`config.mk`:
```
export PLATFORM = sky130hd
export DESIGN_NAME = second_chance_page_replacer
export DESIGN_NICKNAME = d
export VERILOG_FILES = /design/src/design/scr_pkg.sv /design/src/design/scr_front.sv /design/src/design/scr_back.sv /design/src/design/second_chance_page_replacer.sv
export SDC_FILE = /design/constraint.sdc
export NUM_CORES = 1
export LEC_CHECK = 0
export BUFFER_PORTS_ARGS = -buffer_cell sky130_fd_sc_hd__buf_2
export CORE_ASPECT_RATIO = 0.5
export CORE_MARGIN = 4
export CORE_UTILIZATION = 30
export CTS_CLUSTER_SIZE = 20
export DETAILED_ROUTE_END_ITERATION = 8
export MAX_ROUTING_LAYER = met4
export PLACE_DENSITY_LB_ADDON = 0.05
export SETUP_SLACK_MARGIN = 0.5
export SLEW_MARGIN = 20
export SYNTH_ARGS = -nofsm -noshare
export SYNTH_HDL_FRONTEND = slang
export SYNTH_SLANG_ARGS = --single-unit
```
`constraint.sdc`:
```
create_clock -name i_clk -period 9.43 [get_ports i_clk]
set_clock_uncertainty 0.05 [all_clocks]
set_input_delay 0.943 -clock i_clk [delete_from_list [all_inputs] [get_ports i_clk]]
set_output_delay 0.943 -clock i_clk [all_outputs]
set_load 0.01 [all_outputs]
```
`src/design/scr_pkg.sv`:
```
package scr_pkg;

    localparam int MAX_FRAMES    = 16;
    localparam int PAGE_BITS     = 16;
    localparam int FRAME_W       = (MAX_FRAMES > 1) ? $clog2(MAX_FRAMES) : 1;
    localparam int COUNT_W       = $clog2(MAX_FRAMES + 1);
    localparam int IN_W          = 16;
    localparam int FRAME_IDX_W   = 4;
    localparam int EV_PAGE_W     = 16;
    localparam int TOTAL_W       = 32;
    localparam int CFG_W         = 5;
    localparam int APB_ADDR_W    = 3;
    localparam int APB_DATA_W    = 32;
    localparam int QUEUE_DEPTH   = 2;
    localparam int QPTR_W        = $clog2(QUEUE_DEPTH);
    localparam int QCNT_W        = $clog2(QUEUE_DEPTH + 1);

    localparam logic [CFG_W-1:0]      FRAMES_RESET = CFG_W'(4);
    localparam logic [APB_ADDR_W-1:0] ADDR_FRAMES  = APB_ADDR_W'(0);

    typedef struct packed {
        logic                 valid;
        logic [PAGE_BITS-1:0] page;
    } t_req;

    // Packed from the top down, so the hit flag lands in bit 0.
    typedef struct packed {
        logic [TOTAL_W-1:0]     fault_count;
        logic [TOTAL_W-1:0]     hit_count;
        logic [EV_PAGE_W-1:0]   evicted_page;
        logic                   evicted_valid;
        logic [FRAME_IDX_W-1:0] frame_index;
        logic                   hit;
    } t_result;

    localparam int OUT_W = (($bits(t_result) + 7) / 8) * 8;

    typedef enum logic [1:0] {
        ST_LOOK  = 2'b01,
        ST_SWEEP = 2'b10
    } t_back_state;

    function automatic logic [FRAME_W-1:0] next_frame(input logic [FRAME_W-1:0] h,
                                                      input logic [COUNT_W-1:0] n);
        logic [COUNT_W:0] h1;
        h1 = {1'b0, COUNT_W'(h)} + 1'b1;
        return (h1 < {1'b0, n}) ? h1[FRAME_W-1:0] : '0;
    endfunction

endpackage

```
`src/design/scr_front.sv`:
```
module scr_front
    import scr_pkg::*;
(
    input  logic            i_clk,
    input  logic            i_rst_n,
    input  logic            i_s_tvalid,
    output logic            o_s_tready,
    input  logic [IN_W-1:0] i_s_tdata,   // [15:0] requested_page
    input  logic            i_pop,
    output t_req            o_req
);

    logic [PAGE_BITS-1:0] r_q [QUEUE_DEPTH];
    logic [QPTR_W-1:0]    r_wr, r_rd;
    logic [QCNT_W-1:0]    r_cnt;
    logic                 push, pop;

    assign o_s_tready = (r_cnt < QCNT_W'(QUEUE_DEPTH));
    assign push       = i_s_tvalid && o_s_tready;
    assign pop        = i_pop && (r_cnt != '0);

    assign o_req.valid = (r_cnt != '0);
    assign o_req.page  = r_q[r_rd];

    always_ff @(posedge i_clk) begin
        if (push) begin
            r_q[r_wr] <= i_s_tdata[PAGE_BITS-1:0];
        end
    end

    always_ff @(posedge i_clk) begin
        if (!i_rst_n) begin
            r_wr  <= '0;
            r_rd  <= '0;
            r_cnt <= '0;
        end else begin
            if (push) begin
                r_wr <= (r_wr == QPTR_W'(QUEUE_DEPTH - 1)) ? '0 : r_wr + 1'b1;
            end
            if (pop) begin
                r_rd <= (r_rd == QPTR_W'(QUEUE_DEPTH - 1)) ? '0 : r_rd + 1'b1;
            end
            r_cnt <= r_cnt + QCNT_W'(push) - QCNT_W'(pop);
        end
    end

endmodule

```
`src/design/scr_back.sv`:
```
module scr_back
    import scr_pkg::*;
(
    input  logic             i_clk,
    input  logic             i_rst_n,
    input  logic [CFG_W-1:0] i_frames_in_use,
    input  t_req             i_req,
    output logic             o_pop,
    output logic             o_valid,
    input  logic             i_ready,
    output t_result          o_res
);

    logic [PAGE_BITS-1:0]  r_pages [MAX_FRAMES];
    logic [MAX_FRAMES-1:0] r_ref;
    logic [COUNT_W-1:0]    r_filled;
    logic [FRAME_W-1:0]    r_hand;
    logic [FRAME_W-1:0]    r_h;
    logic [PAGE_BITS-1:0]  r_page;
    logic [TOTAL_W-1:0]    r_hits, r_faults;
    t_back_state           r_state;
    logic                  r_valid;
    t_result               r_res;

    logic [COUNT_W-1:0]    n_eff, live;
    logic                  found;
    logic [FRAME_W-1:0]    slot, start;
    logic                  out_free, look_go, do_hit, do_fill, do_sweep, do_clear, do_repl;
    logic [TOTAL_W-1:0]    hits_inc, faults_inc;

    always_comb begin
        if (i_frames_in_use == '0) begin
            n_eff = COUNT_W'(1);
        end else if (int'(i_frames_in_use) > MAX_FRAMES) begin
            n_eff = COUNT_W'(MAX_FRAMES);
        end else begin
            n_eff = COUNT_W'(i_frames_in_use);
        end
    end

    assign live = (r_filled < n_eff) ? r_filled : n_eff;

    // Lowest matching frame wins when a page sits in more than one frame.
    always_comb begin
        found = 1'b0;
        slot  = '0;
        for (int i = 0; i < MAX_FRAMES; i++) begin
            if (!found && (COUNT_W'(i) < live) && (r_pages[i] == i_req.page)) begin
                found = 1'b1;
                slot  = FRAME_W'(i);
            end
        end
    end

    assign start      = (COUNT_W'(r_hand) < n_eff) ? r_hand : '0;
    assign out_free   = !r_valid || i_ready;
    assign look_go    = (r_state == ST_LOOK) && i_req.valid && out_free;
    assign do_hit     = look_go && found;
    assign do_fill    = look_go && !found && (r_filled < n_eff);
    assign do_sweep   = look_go && !found && !(r_filled < n_eff);
    assign do_clear   = (r_state == ST_SWEEP) && r_ref[r_h];
    assign do_repl    = (r_state == ST_SWEEP) && !r_ref[r_h] && out_free;
    assign o_pop      = look_go;
    assign hits_inc   = (r_hits == '1) ? r_hits : r_hits + 1'b1;
    assign faults_inc = (r_faults == '1) ? r_faults : r_faults + 1'b1;

    always_ff @(posedge i_clk) begin
        if (do_fill) begin
            r_pages[r_filled[FRAME_W-1:0]] <= i_req.page;
        end else if (do_repl) begin
            r_pages[r_h] <= r_page;
        end
        if (do_sweep) begin
            r_page <= i_req.page;
        end
        if (do_hit) begin
            r_res.hit           <= 1'b1;
            r_res.frame_index   <= FRAME_IDX_W'(slot);
            r_res.evicted_valid <= 1'b0;
            r_res.evicted_page  <= '0;
            r_res.hit_count     <= hits_inc;
            r_res.fault_count   <= r_faults;
        end else if (do_fill) begin
            r_res.hit           <= 1'b0;
            r_res.frame_index   <= FRAME_IDX_W'(r_filled);
            r_res.evicted_valid <= 1'b0;
            r_res.evicted_page  <= '0;
            r_res.hit_count     <= r_hits;
            r_res.fault_count   <= faults_inc;
        end else if (do_repl) begin
            r_res.hit           <= 1'b0;
            r_res.frame_index   <= FRAME_IDX_W'(r_h);
            r_res.evicted_valid <= 1'b1;
            r_res.evicted_page  <= EV_PAGE_W'(r_pages[r_h]);
            r_res.hit_count     <= r_hits;
            r_res.fault_count   <= faults_inc;
        end
    end

    always_ff @(posedge i_clk) begin
        if (!i_rst_n) begin
            r_state  <= ST_LOOK;
            r_ref    <= '0;
            r_filled <= '0;
            r_hand   <= '0;
            r_h      <= '0;
            r_hits   <= '0;
            r_faults <= '0;
            r_valid  <= 1'b0;
        end else begin
            if (do_hit || do_fill || do_repl) begin
                r_valid <= 1'b1;
            end else if (i_ready) begin
                r_valid <= 1'b0;
            end
            unique case (r_state)
                ST_LOOK: begin
                    if (do_hit) begin
                        r_ref[slot] <= 1'b1;
                        r_hits      <= hits_inc;
                    end else if (do_fill) begin
                        r_ref[r_filled[FRAME_W-1:0]] <= 1'b0;
                        r_filled <= r_filled + 1'b1;
                        r_faults <= faults_inc;
                    end else if (do_sweep) begin
                        r_h     <= start;
                        r_state <= ST_SWEEP;
                    end
                end
                ST_SWEEP: begin
                    // A set bit buys the frame one more pass of the hand.
                    if (do_clear) begin
                        r_ref[r_h] <= 1'b0;
                        r_h        <= next_frame(r_h, n_eff);
                    end else if (do_repl) begin
                        r_hand   <= next_frame(r_h, n_eff);
                        r_faults <= faults_inc;
                        r_state  <= ST_LOOK;
                    end
                end
                default: begin
                    r_state <= ST_LOOK;
                end
            endcase
        end
    end

    assign o_valid = r_valid;
    assign o_res   = r_res;

endmodule

```
`src/design/second_chance_page_replacer.sv`:
```
// Path: a hit or a fill into an empty frame goes through the input queue and then the result
// register; a replacement also passes through the sweep state, which clears set reference bits.
// Throughput: one word per cycle on hits and fills while the output is not stalled; on a
// replacement no new word is taken until the one-frame-per-cycle clock sweep finds its victim.
// Reset (i_rst_n low, synchronous) empties the queue and the output, clears all reference
// bits, the fill count, the hand and both counters, and sets frames_in_use to 4.
module second_chance_page_replacer
    import scr_pkg::*;
(
    input  logic                  i_clk,
    input  logic                  i_rst_n,
    input  logic                  i_s_tvalid,
    output logic                  o_s_tready,
    input  logic [IN_W-1:0]       i_s_tdata,  // [15:0] requested_page
    output logic                  o_m_tvalid,
    input  logic                  i_m_tready,
    // [0] hit, [4:1] frame_index, [5] evicted_valid, [21:6] evicted_page,
    // [53:22] hit_count, [85:54] fault_count, [87:86] zero
    output logic [OUT_W-1:0]      o_m_tdata,
    input  logic                  psel,
    input  logic                  penable,
    input  logic                  pwrite,
    input  logic [APB_ADDR_W-1:0] paddr,
    input  logic [APB_DATA_W-1:0] pwdata,
    output logic [APB_DATA_W-1:0] prdata,
    output logic                  pready
);

    logic [CFG_W-1:0] r_frames_in_use;
    t_req             req;
    logic             pop;
    t_result          res;

    assign pready = 1'b1;
    assign prdata = (paddr == ADDR_FRAMES) ? APB_DATA_W'(r_frames_in_use) : '0;

    always_ff @(posedge i_clk) begin
        if (!i_rst_n) begin
            r_frames_in_use <= FRAMES_RESET;
        end else if (psel && penable && pwrite && pready && (paddr == ADDR_FRAMES)) begin
            r_frames_in_use <= pwdata[CFG_W-1:0];
        end
    end

    scr_front u_front (
        .i_clk      (i_clk),
        .i_rst_n    (i_rst_n),
        .i_s_tvalid (i_s_tvalid),
        .o_s_tready (o_s_tready),
        .i_s_tdata  (i_s_tdata),
        .i_pop      (pop),
        .o_req      (req)
    );

    scr_back u_back (
        .i_clk           (i_clk),
        .i_rst_n         (i_rst_n),
        .i_frames_in_use (r_frames_in_use),
        .i_req           (req),
        .o_pop           (pop),
        .o_valid         (o_m_tvalid),
        .i_ready         (i_m_tready),
        .o_res           (res)
    );

    assign o_m_tdata = OUT_W'(res);

endmodule

```
==> Yosys cells after proc, flatten, opt, wreduce, memory -nomap -nowiden <==
Memories as Yosys holds them, arrays and structs flattened. A register that Yosys moved wholly into a read port is not among the register bits.
Cells that the tools add are included.
{ "totals": {"word_cells": 265, "inputBits": 58, "reg_bits": 207, "output_inout_bits": 123, "mem_bits_rw": 288, "mem_count": 2} }
{ "op_classes": {"n_reduce_logical": 86, "bitwise_logic": 7, "n_addsub": 8, "muxes": 88, "magnitude_cmp": 27, "n_eq_ne": 28} }
{ "mem_list": {"columns": ["memory", "words", "word_bits", "read_ports", "rd_ports_with_merged_regs", "write_ports", "line_no", "rtl"], "rows": [
  ["u_back.r_pages", 16, 16, 17, 1, 1, "scr_back.sv:14", "logic [PAGE_BITS-1:0] r_pages [MAX_FRAMES];"],
  ["u_front.r_q", 2, 16, 1, 1, 1, "scr_front.sv:13", "logic [PAGE_BITS-1:0] r_q [QUEUE_DEPTH];"]
]} }
{ "ops": {"columns": ["cell", "n"], "rows": [
  ["86-bit 2-to-1 mux", 3],
  ["16-bit equality test", 16],
  ["32-bit 2-to-1 mux", 6],
  ["4-bit 2-to-1 mux", 17],
  ["32-bit by 1-bit adder with 32-bit output (second input constant)", 2],
  ["32-bit equality test (second input constant)", 2],
  ["16-bit 2-to-1 mux", 4],
  ["32-bit one-hot mux with 2 select lines", 1],
  ["1-bit logical AND", 48],
  ["4-bit by 5-bit < comparator with 1-bit output (first input constant)", 8],
  ["1-bit 2-to-1 mux", 35],
  ["16-bit AND", 2],
  ["16-bit inverter", 2],
  ["16-bit one-hot mux with 2 select lines", 1],
  ["3-bit by 5-bit < comparator with 1-bit output (first input constant)", 4],
  ["5-bit 2-to-1 mux", 4],
  ["1-bit zero test", 19],
  ["16-bit bitwise OR", 1],
  ["16-bit OR reduction", 1],
  ["4-bit by 5-bit < comparator with 1-bit output (second input constant)", 3],
  ["5-bit AND reduction", 3],
  ["2-bit 2-to-1 mux", 7],
  ["1-bit demux with 4-bit select", 3],
  ["4-bit by 1-bit greater-or-equal comparator with 1-bit output (second input constant)", 3],
  ["other kinds (30)", 49]
]} }

==> Depth between registers and ports, before layout <==
Gate-level depths: netlist (run 1).
{ "logic_depth": {"word_depth": 77, "ltp_mapped": 16, "depth_no_buf": 13} }

==> By module <==
From an unflattened synthesis (run 1), not the netlist that was laid out.
{ "unflattened": {"cells_unflattened": 2112, "area_unflattened_um2": 25650.9} }
{ "modules_own_cells": {"columns": ["mod", "area_each_um2", "seq_area_each_um2", "cells_per_inst", "instances"], "rows": [
  ["scr_back", 23759.0, 12572.1, 1973, 1],
  ["scr_front", 1397.6, 1061.0, 77, 1],
  ["second_chance_page_replacer", 494.2, 100.1, 62, 1]
]} }

==> Least setup slack after synthesis (run 1) <==
OpenSTA, ideal clock, no wires.
{ "synth_path": {"kind": "reg-to-reg", "from": "register r_frames_in_use[4]", "to": "register u_back.r_res (netlist bit u_back.o_res[1]), enable pin", "required_time_ns": 8.952, "slack_ns": 3.905, "path_stages_with_launch": 15, "period_less_slack_ns": 5.525, "arrival_ns": 5.047, "path_buffers": 2, "setup_ns": 0.428, "path_cell_list": "dfxtp_1 -> clkbuf_1 -> nand2b_1 -> ha_1 -> o21ai_0 -> o21ai_1 -> or4_1 -> a21oi_1 -> o21ai_1 -> a211oi_1 -> nand4_2 -> nor2_1 -> buf_2 -> nor2_1 -> nand2_1"} }
{ "synth_via": {"elab_chain_cells": 72, "word_cells_on_any_way": 89, "cone_classes": "order compare: 18; mux: 19; reduce/logical: 52"} }
{ "synth_rtl": {"columns": ["item", "line_no", "rtl"], "rows": [
  ["start, declared", "second_chance_page_replacer.sv:29", "logic [CFG_W-1:0] r_frames_in_use;"],
  ["start signal, assigned", "second_chance_page_replacer.sv:41", "r_frames_in_use <= pwdata[CFG_W-1:0];"],
  ["5-bit greater-than comparator", "scr_back.sv:34", "end else if (int'(i_frames_in_use) > MAX_FRAMES) begin"],
  ["5-bit 2-to-1 mux", "scr_back.sv:34", null],
  ["5-bit 2-to-1 mux (*)", "scr_back.sv:32", "if (i_frames_in_use == '0) begin"],
  ["5-bit < comparator", "scr_back.sv:41, scr_back.sv:59", null],
  ["5-bit 2-to-1 mux", "scr_back.sv:41", "assign live = (r_filled < n_eff) ? r_filled : n_eff;"],
  ["1-bit by 5-bit < comparator with 1-bit output", "scr_back.sv:48", "if (!found && (COUNT_W'(i) < live) && (r_pages[i] == i_req.page)) begin"],
  ["1-bit logical AND", "scr_back.sv:48", null],
  ["1-bit 2-to-1 mux", "scr_back.sv:48", null],
  ["(+53 left out)", null, null],
  ["1-bit logical AND (2 in a row)", "scr_back.sv:48", null],
  ["1-bit 2-to-1 mux", "scr_back.sv:48", null],
  ["1-bit zero test", "scr_back.sv:48", null],
  ["1-bit logical AND (2 in a row)", "scr_back.sv:48", null],
  ["1-bit 2-to-1 mux", "scr_back.sv:48", null],
  ["1-bit zero test", "scr_back.sv:59", "assign do_fill = look_go && !found && (r_filled < n_eff);"],
  ["1-bit logical AND (2 in a row)", "scr_back.sv:59", null],
  ["3-bit nonzero test (no line) (*)", null, null],
  ["end, declared", "scr_back.sv:23", "t_result r_res;"]
]} }
Every way passes the cells marked *; elsewhere a longest branch is shown, timed or not.
A chain may end at the register's enable or synchronous reset.

==> Worst setup path after layout (run 1) <==
{ "layout_path": {"from": "register r_frames_in_use[4]", "to": "memory u_back.r_pages[9][2] (data pin)"} }
{ "layout_via": {"elab_chain_cells": 75, "word_cells_on_any_way": 91, "cone_classes": "order compare: 18; mux: 22; reduce/logical: 51"} }
{ "layout_rtl": {"columns": ["item", "line_no", "rtl"], "rows": [
  ["5-bit greater-than comparator", "scr_back.sv:34", null],
  ["5-bit 2-to-1 mux", "scr_back.sv:34", null],
  ["5-bit 2-to-1 mux (*)", "scr_back.sv:32", null],
  ["5-bit < comparator", "scr_back.sv:41, scr_back.sv:59", null],
  ["5-bit 2-to-1 mux", "scr_back.sv:41", null],
  ["1-bit by 5-bit < comparator with 1-bit output", "scr_back.sv:48", null],
  ["1-bit logical AND", "scr_back.sv:48", null],
  ["1-bit 2-to-1 mux", "scr_back.sv:48", null],
  ["(+59 left out)", null, null],
  ["1-bit 2-to-1 mux", "scr_back.sv:48", null],
  ["1-bit zero test", "scr_back.sv:59", null],
  ["1-bit logical AND", "scr_back.sv:59", null],
  ["1-bit logical AND (*)", "scr_back.sv:59", null],
  ["1-bit 2-to-1 mux (*)", "scr_back.sv:68", "if (do_fill) begin"],
  ["1-bit 2-to-1 mux (not written as such) (*)", "scr_back.sv:71", "r_pages[r_h] <= r_page;"],
  ["16-bit OR reduction (no line) (*)", null, null],
  ["16-bit 2-to-1 mux (no line) (*)", null, null],
  ["end, declared", "scr_back.sv:14", null]
]} }
Marks and branches as above.

==> reports/qor.csv, run 1 <==
metric;value;unit
status;complete, no violations;
cp.required;9.68;ns
synth_xor_xnor_area_share;9.966;%
hold_violations;0;
synth-warning-count;0;
antenna_found_initial;1;
ys.flop_type;edfxtp_1;
dp_slack;2.221;ns
synth_cells;2237;
grt_start_max_net_pins;74;
dpl-instance-area;28270;um2
slew_headroom;26.68;%
clk_pin_slew_worst_paths;0.06;ns
drive_gt1_share;17.27;%
synth_top_family_by_area;simple AND/OR/NAND/NOR gates;
worstHoldPathCells;2;
insertion_delay;0.64;ns
placed_cells;3452;
fmax;139.8;MHz
via_per_inst;5.167;
design_area;29920;um2
synthAdderAreaFrac;1.190;%
ys_seq_area_share;52.26;%
first_pass_iters;5;
min_period_over_period;75.87;%
ios;181;
synthDominantCellAreaShare;42.51;%
worstSetupPathType;reg -> reg;
start_util;30.40;%
cellLeakagePower;9.339;nW
fin_cells;3550;
grt_util_all_layers;18.89;%
holdCritPathClass;reg -> reg;
post_drt_wl_per_cell;24.44;um
rsz0062_at_grt;false;
dieHeight;217.3;um
io_buffers;123;
final_antenna_net_count;0;
power_frac_comb;29.8;%
powerDensity;234.8;nW/um2
ys_seq_elements;500;
tightest_slew;1.077;ns
fin_setup_tns;0;ns
arrival;7.41;ns
r2r_cells;14;
yosys.area.top_type;edfxtp_1;
row_count;76;
yosys.cell_types.count;80;
p_switching;0.002444;W
synthToLayoutAreaGrowth;13.87;%
syn_area;26280;um2
seq_power_share;40.8;%
core_area;86440;um2
ir_worst_vdd;0.1386;mV
switching_share;34.79;%
vias;18340;
synth.area.top_cells;edfxtp_1 43%, dfxtp_1 9.8%, xnor2_1 9.3%;
ctsRootBufferMaster;clkbuf_16;
grt_pass1_vias;17750;
drv_slew;0;
htreeDepth;2;
tritoncts.num_buffers;52;
grt_pass1_wl;126600;um
setup_viol;0;
synth-compound-area-share;9.066;%
muxShareOfSynthArea;9.685;%
post_cts_buffers;0;
drcViolationCount;0;
min_period;7.154;ns
avgSynthCellArea;11.75;um2
routed_wl;86770;um
cts.sinks;500;
first_iter_violations;1467;
synth-edff-count;372;
clock_path_buffers;3;
hpwl;61790;um
cp-start-kind;register;
cts_tree;built;
clockPowerShare;29.4;%
place_congestion;0.8690;
p_int;0.004582;W
die_x;426.6;um
overflow;0;
endpoint_kind;register;
async_flop_share;0;%
nets;2419;
cts_resized;0;
n_antenna_cell;0;
fin_ws;2.276;ns
ctsHoldBuffers;0;
critPathMaxFanout;22;
dieArea;92680;um2
yosys.area_share.simple;13.34;%
drv_cap;0;
final timing paths:
kind	from	to	slack (ns)
worst max-delay path	r_frames_in_use[4]	u_back.r_pages[9][2]	2.28
worst min-delay path	u_back.o_res[14]	u_back.o_res[14]	0.40
worst max register to register	r_frames_in_use[4]	u_back.r_pages[9][2]	2.28
worst min register to register	u_back.o_res[14]	u_back.o_res[14]	0.40
synthesized netlist by cell type, types with 32 or more instances:
cell type	instances
edfxtp_1	372
xnor2_1	279
a21oi_1	138
dfxtp_1	128
nand2_1	126
nor2_1	119
nor4_1	103
mux4_2	85
nand3_1	79
clkbuf_1	64
mux2i_1	63
inv_1	62
nor3_1	57
buf_4	52
buf_2	41
nand4_1	41
o21a_1	37
o21ai_0	35
and2_1	32
cell type report:
cell class,count,area (um2)
Inverter,64,240.2
Timing Repair Buffer,190,1119
Tap cell,1170,1464
Fill cell,8655,56510
Clock buffer,85,1529
Multi-Input combinational cell,1528,11710
Clock inverter,13,120.1
Sequential cell,500,13740
per-stage QoR:
stage                     hold WS (ns)  util (%)  total power [W]
after floorplan                 0.3908         -         0.004194
after global placement          0.3940     32.71         0.005037
after detailed placement        0.3970     32.71         0.005026
after CTS                       0.4056     34.62         0.007128
after global routing            0.4226     34.62         0.007362
final                           0.4022     34.62         0.007027
per-layer routing:
layer	GRT usage, %	wire length, um	vias up
met2	27.83	37860	462
li1	-	-	8516
met4	3.256	1277	0
met5	-	0	-
met1	28.16	43370	9287
met3	2.290	4261	78
state kept, by name, summed over array words and instances (netlist names), 2 cells and up, named ones only:
signal,count
u_front.r_q,32
u_back.r_state,2
u_back.r_h,4
u_back.r_pages,256
u_back.r_hand,4
r_frames_in_use,5
u_front.r_cnt,2
u_back.o_res,86
u_back.r_filled,5
u_back.r_page,16
u_back.r_ref,16
u_back.r_hits,32
u_back.r_faults,32
critical path: stages, from the launching register on:
cell      delay (ns)
dfxtp_1         0.78
inv_1           0.34
nand2_1         0.35
ha_1            0.31
a211oi_1        0.44
o21a_1          0.29
nand2_2         0.26
o31ai_2         0.52
nor4_1          0.18
nor4_2          0.59
nand4_2         0.78
o21ai_4         0.87
buf_4           0.32
nor2_1          0.07
a21oi_2         0.63
power by group through the flow:
| stage | registers [W] | clock network (W) | logic, W |
|---|---|---|---|
| after floorplan | 0.00293 | 0 | 0.00126 |
| after global placement | 0.00292 | 0 | 0.00212 |
| after detailed placement | 0.00292 | 0 | 0.00211 |
| after CTS | 0.00287 | 0.00214 | 0.00211 |
| after global routing | 0.00290 | 0.00223 | 0.00224 |
| final | 0.00287 | 0.00207 | 0.00209 |
logic make-up after synthesis:
| group | count (synthesis) |
|---|---|
| xor gates and xnor gates | 299 |
| AOI/OAI and AO/OA | 358 |
| other | 2 |
| and+or+nand+nor | 668 |
| muxes | 148 |
| adders and majority gates | 25 |
| buffers and inverters | 237 |
| DFF | 500 |
cells in the final DEF (no fill, tap or decap), types with 35 or more instances in the layout:
master	instances
buf_2	123
nand4_1	41
nor3_1	56
nand2_1	124
o21a_1	37
mux2i_1	47
nor4_1	103
o21ai_0	35
a21oi_1	133
edfxtp_1	372
nand3_1	79
nor2_1	118
inv_1	61
clkbuf_16	55
buf_4	67
xnor2_1	279
dfxtp_1	124
mux4_2	85
Power figures use the tool's default switching activity.
==> run 2: changes to the inputs <==
ABC_AREA = 1   (was not set)
clock period = 5.8 ns   (was 9.43 ns; I/O delays follow)
==> run 2 against run 1 <==
Net effect: count of clock-buffer cells in the layout shrank 19; fmax grew 47%; synthesized cell count grew 31%; power grew 95%; sequential power grew 76%; clock power grew 73%.
==> reports/qor.csv, run 2 <==
metric;value;unit;change
drive_gt1_share;13.17;%;was 17.27%
layout_commonest_cell;nand2_1;;was edfxtp_1
synthTopCellsByCount;397 x nand2_1, 372 x edfxtp_1, 298 x nor2_1;;was 372 x edfxtp_1, 279 x xnor2_1, 138 x a21oi_1
cp.required;6.09;ns;was 9.68 ns
async_flop_share;0;%;unchanged
hpwl;59390;um;was 61,790 um
post_drt_wl_per_cell;19.97;um;was 24.44 um
critical-path-top-delay-family;simple AND/OR/NAND/NOR gates;;was compound AO/OA/AOI/OAI gates
fin_total_pwr;0.01370;W;was 0.007027 W
die_x;429.1;um;was 426.6 um
yosys.area.top_type;edfxtp_1;;unchanged
drcViolationCount;0;;unchanged
ios;181;;unchanged
cts.sinks;500;;unchanged
via_per_inst;4.805;;was 5.167
hold_violations;0;;unchanged
ir_worst_vdd;0.2291;mV;was 0.1386 mV
synth-edff-count;372;;unchanged
ys_seq_elements;500;;unchanged
yosysMostFrequentCell;nand2_1;;was edfxtp_1
fmax;205.2;MHz;was 139.8 MHz
power_frac_comb;36.9;%;was 29.8%
clock_path_buffers;3;;unchanged
endpoint_kind;register;;unchanged
setup_viol;0;;unchanged
synthDominantCellAreaShare;41.99;%;was 42.51%
cts_tree;built;;unchanged
io_buffers;123;;unchanged
crit_buf_inv;4;;was 2
slowest_stage;nor4_1;;was o21ai_4
antenna_found_initial;1;;unchanged
yosys.cell_types.count;62;;was 80
first_iter_violations;1434;;was 1,467
dieHeight;218.6;um;was 217.3 um
slew_headroom;30.38;%;was 26.68%
grt_pass1_vias;20190;;was 17,750
cp-start-kind;register;;unchanged
register_area;13740;um2;about the same
seq_power_share;36.9;%;was 40.8%
powerDensity;445.9;nW/um2;was 234.8 nW/um2
largest_reg_flops;256;;unchanged
rsz0062_at_grt;false;;unchanged
holdCritPathClass;in -> reg;;was reg -> reg
grt_start_max_net_pins;161;;was 74
final_util;35.30;%;was 34.62%
switching_share;39.38;%;was 34.79%
synthToLayoutAreaGrowth;15.44;%;was 13.87%
cellLeakagePower;11.72;nW;was 9.339 nW
tightest_slew;1.043;ns;was 1.077 ns
ctsHoldBuffers;0;;unchanged
nets;3138;;was 2,419
worstSetupPathType;reg -> reg;;unchanged
syn_area;26600;um2;was 26,280 um2
insertion_delay;0.63;ns;was 0.64 ns
clk_pin_slew_worst_paths;0.06;ns;about the same
ctsRootBufferMaster;clkbuf_16;;unchanged
overflow;0;;unchanged
drv_cap;0;;unchanged
critPathMaxFanout;16;;was 22
min_period_over_period;84.02;%;was 75.87%
dieArea;93800;um2;was 92,680 um2
tritoncts.num_buffers;54;;was 52
fin_cells;4270;;was 3,550
row_count;76;;unchanged
grt_pass1_wl;128500;um;was 126,600 um
clockPowerShare;26.1;%;was 29.4%
fin_hold_ws;0.08495;ns;was 0.4022 ns
multiInputGateArea;10960;um2;was 11,710 um2
drv_slew;0;;unchanged
p_switching;0.005393;W;was 0.002444 W
arrival;5.16;ns;was 7.41 ns
crit_chain;buf_4 > nand2_1 > nand2_2 > xor2_1 > nor4_1 > nand3_1 > nor3b_1 > buf_4 > nand2_1 > inv_1 > nor2_4 > nand4_4 > nor2_2 > nand4_1 > nor2_2 > nand3_4 > nand2_8 > o21ai_0 > nand2_1 > nor2_2 > buf_12;;was inv_1 > nand2_1 > ha_1 > a211oi_1 > o21a_1 > nand2_2 > o31ai_2 > nor4_1 > nor4_2 > nand4_2 > o21ai_4 > buf_4 > nor2_1 > a21oi_2
ys.flop_type;edfxtp_1;;unchanged
synth_cells;2923;;was 2,237
htreeDepth;2;;unchanged
max_stage_delay;0.52;ns;was 0.87 ns
fill_cells;8905;;was 8,655
fin_setup_tns;0;ns;unchanged
grt_util_all_layers;18.43;%;was 18.89%
avgSynthCellArea;9.102;um2;was 11.75 um2
first_pass_iters;5;;unchanged
vias;20520;;was 18,340
status;complete, no violations;;unchanged
synth-warning-count;0;;unchanged
final_antenna_net_count;0;;unchanged
top_register;u_back.r_pages;;unchanged
ys_seq_area_share;51.62;%;was 52.26%
synth.area.top_cells;edfxtp_1 42%, dfxtp_1 9.6%, xor2_1 7.4%;;was edfxtp_1 43%, dfxtp_1 9.8%, xnor2_1 9.3%
routed_wl;85270;um;was 86,770 um
start_util;30.58;%;was 30.40%
placed_cells;4167;;was 3,452
place_congestion;0.8452;;was 0.8690
core_area;87010;um2;was 86,440 um2
min_period;4.873;ns;was 7.154 ns
p_int;0.008303;W;was 0.004582 W
layout_common_cells;397 x nand2_1, 372 x edfxtp_1, 293 x inv_1, 293 x o21ai_0, 285 x nor2_1;;was 372 x edfxtp_1, 279 x xnor2_1, 133 x a21oi_1
==> run 2: path summary, 6_finish.rpt <==
kind                          endpoint       startpoint  slack (ns)  depth (start not counted)
setup / recovery  u_back.r_pages[0][1]         register        0.93                         21
hold / removal       u_front.r_q[1][1]     i_s_tdata[1]        0.08                          1
setup reg to reg  u_back.r_pages[0][1]         register        0.93                         21
hold reg to reg        u_back.o_res[5]  u_back.o_res[5]        0.40                          2
==> run 2: worst reg2reg max path: stages, from the launching register on <==
cell and delay [ns]:
dfxtp_1 0.44, buf_4 0.25, nand2_1 0.10, nand2_2 0.47, xor2_1 0.35, nor4_1 0.53
nand3_1 0.20, nor3b_1 0.24, buf_4 0.18, nand2_1 0.09, inv_1 0.10, nor2_4 0.06
nand4_4 0.11, nor2_2 0.06, nand4_1 0.09, nor2_2 0.06, nand3_4 0.17, nand2_8 0.12
o21ai_0 0.28, nand2_1 0.24, nor2_2 0.21, buf_12 0.19
==> run 2: cell families after synthesis <==
| family | after synthesis | synth area share, % |
|---|---|---|
| other | 2 | 0.02823 |
| AOI/OAI and AO/OA | 624 | 13.01 |
| xor gates and xnor gates | 263 | 8.658 |
| muxes | 1 | 0.04232 |
| buffers and inverters | 475 | 7.779 |
| adders and majority gates | 25 | 1.176 |
| and+or+nand+nor | 1033 | 17.69 |
| DFF | 500 | 51.62 |
==> run 2: power by group through the flow <==
stage / clock network, W / logic, W / registers (W)
2_1_floorplan: 0 / 0.00312 / 0.00519
3_3_place_gp: 0 / 0.00512 / 0.00513
3_5_place_dp: 0 / 0.00512 / 0.00513
4_1_cts: 0.00372 / 0.00514 / 0.00506
5_1_grt: 0.00387 / 0.00562 / 0.00512
6_report: 0.00358 / 0.00506 / 0.00506
==> run 2: metrics by stage <==
stage / cell area (um2) / worst slack [ns]
floorplan: 26710 / 0.8646
global placement: 28900 / 0.7864
detailed placement: 28900 / 0.7542
CTS: 30670 / 0.7393
global route: 30710 / 0.4989
finish: 30710 / 0.9268
==> run 2: per-layer routing <==
layer,vias up,share of wire [%],GRT usage (%)
li1,10130,-,-
met1,9876,50,25.96
met2,413,44,28.01
met3,100,4.4,2.774
met4,0,1.9,4.227
met5,-,0,-
==> run 2: area by class of cell <==
cell class              count  share of cell area (%)
diodes                      1                0.008148
clock inverters            34                   1.153
repair buffers            210                   5.190
well taps                1170                   4.766
flip-flops and latches    500                   44.73
multi-input cells        1976                   35.70
clock buffers              66                   4.616
inverters                 313                   3.838
==> run 2: what timing repair did <==
item | CTS | global route
endpoints found under the hold margin | 0 | 0
resized for setup | 0 | 6
buffers inserted | 0 | 2
setup endpoints to repair | 0 | 328
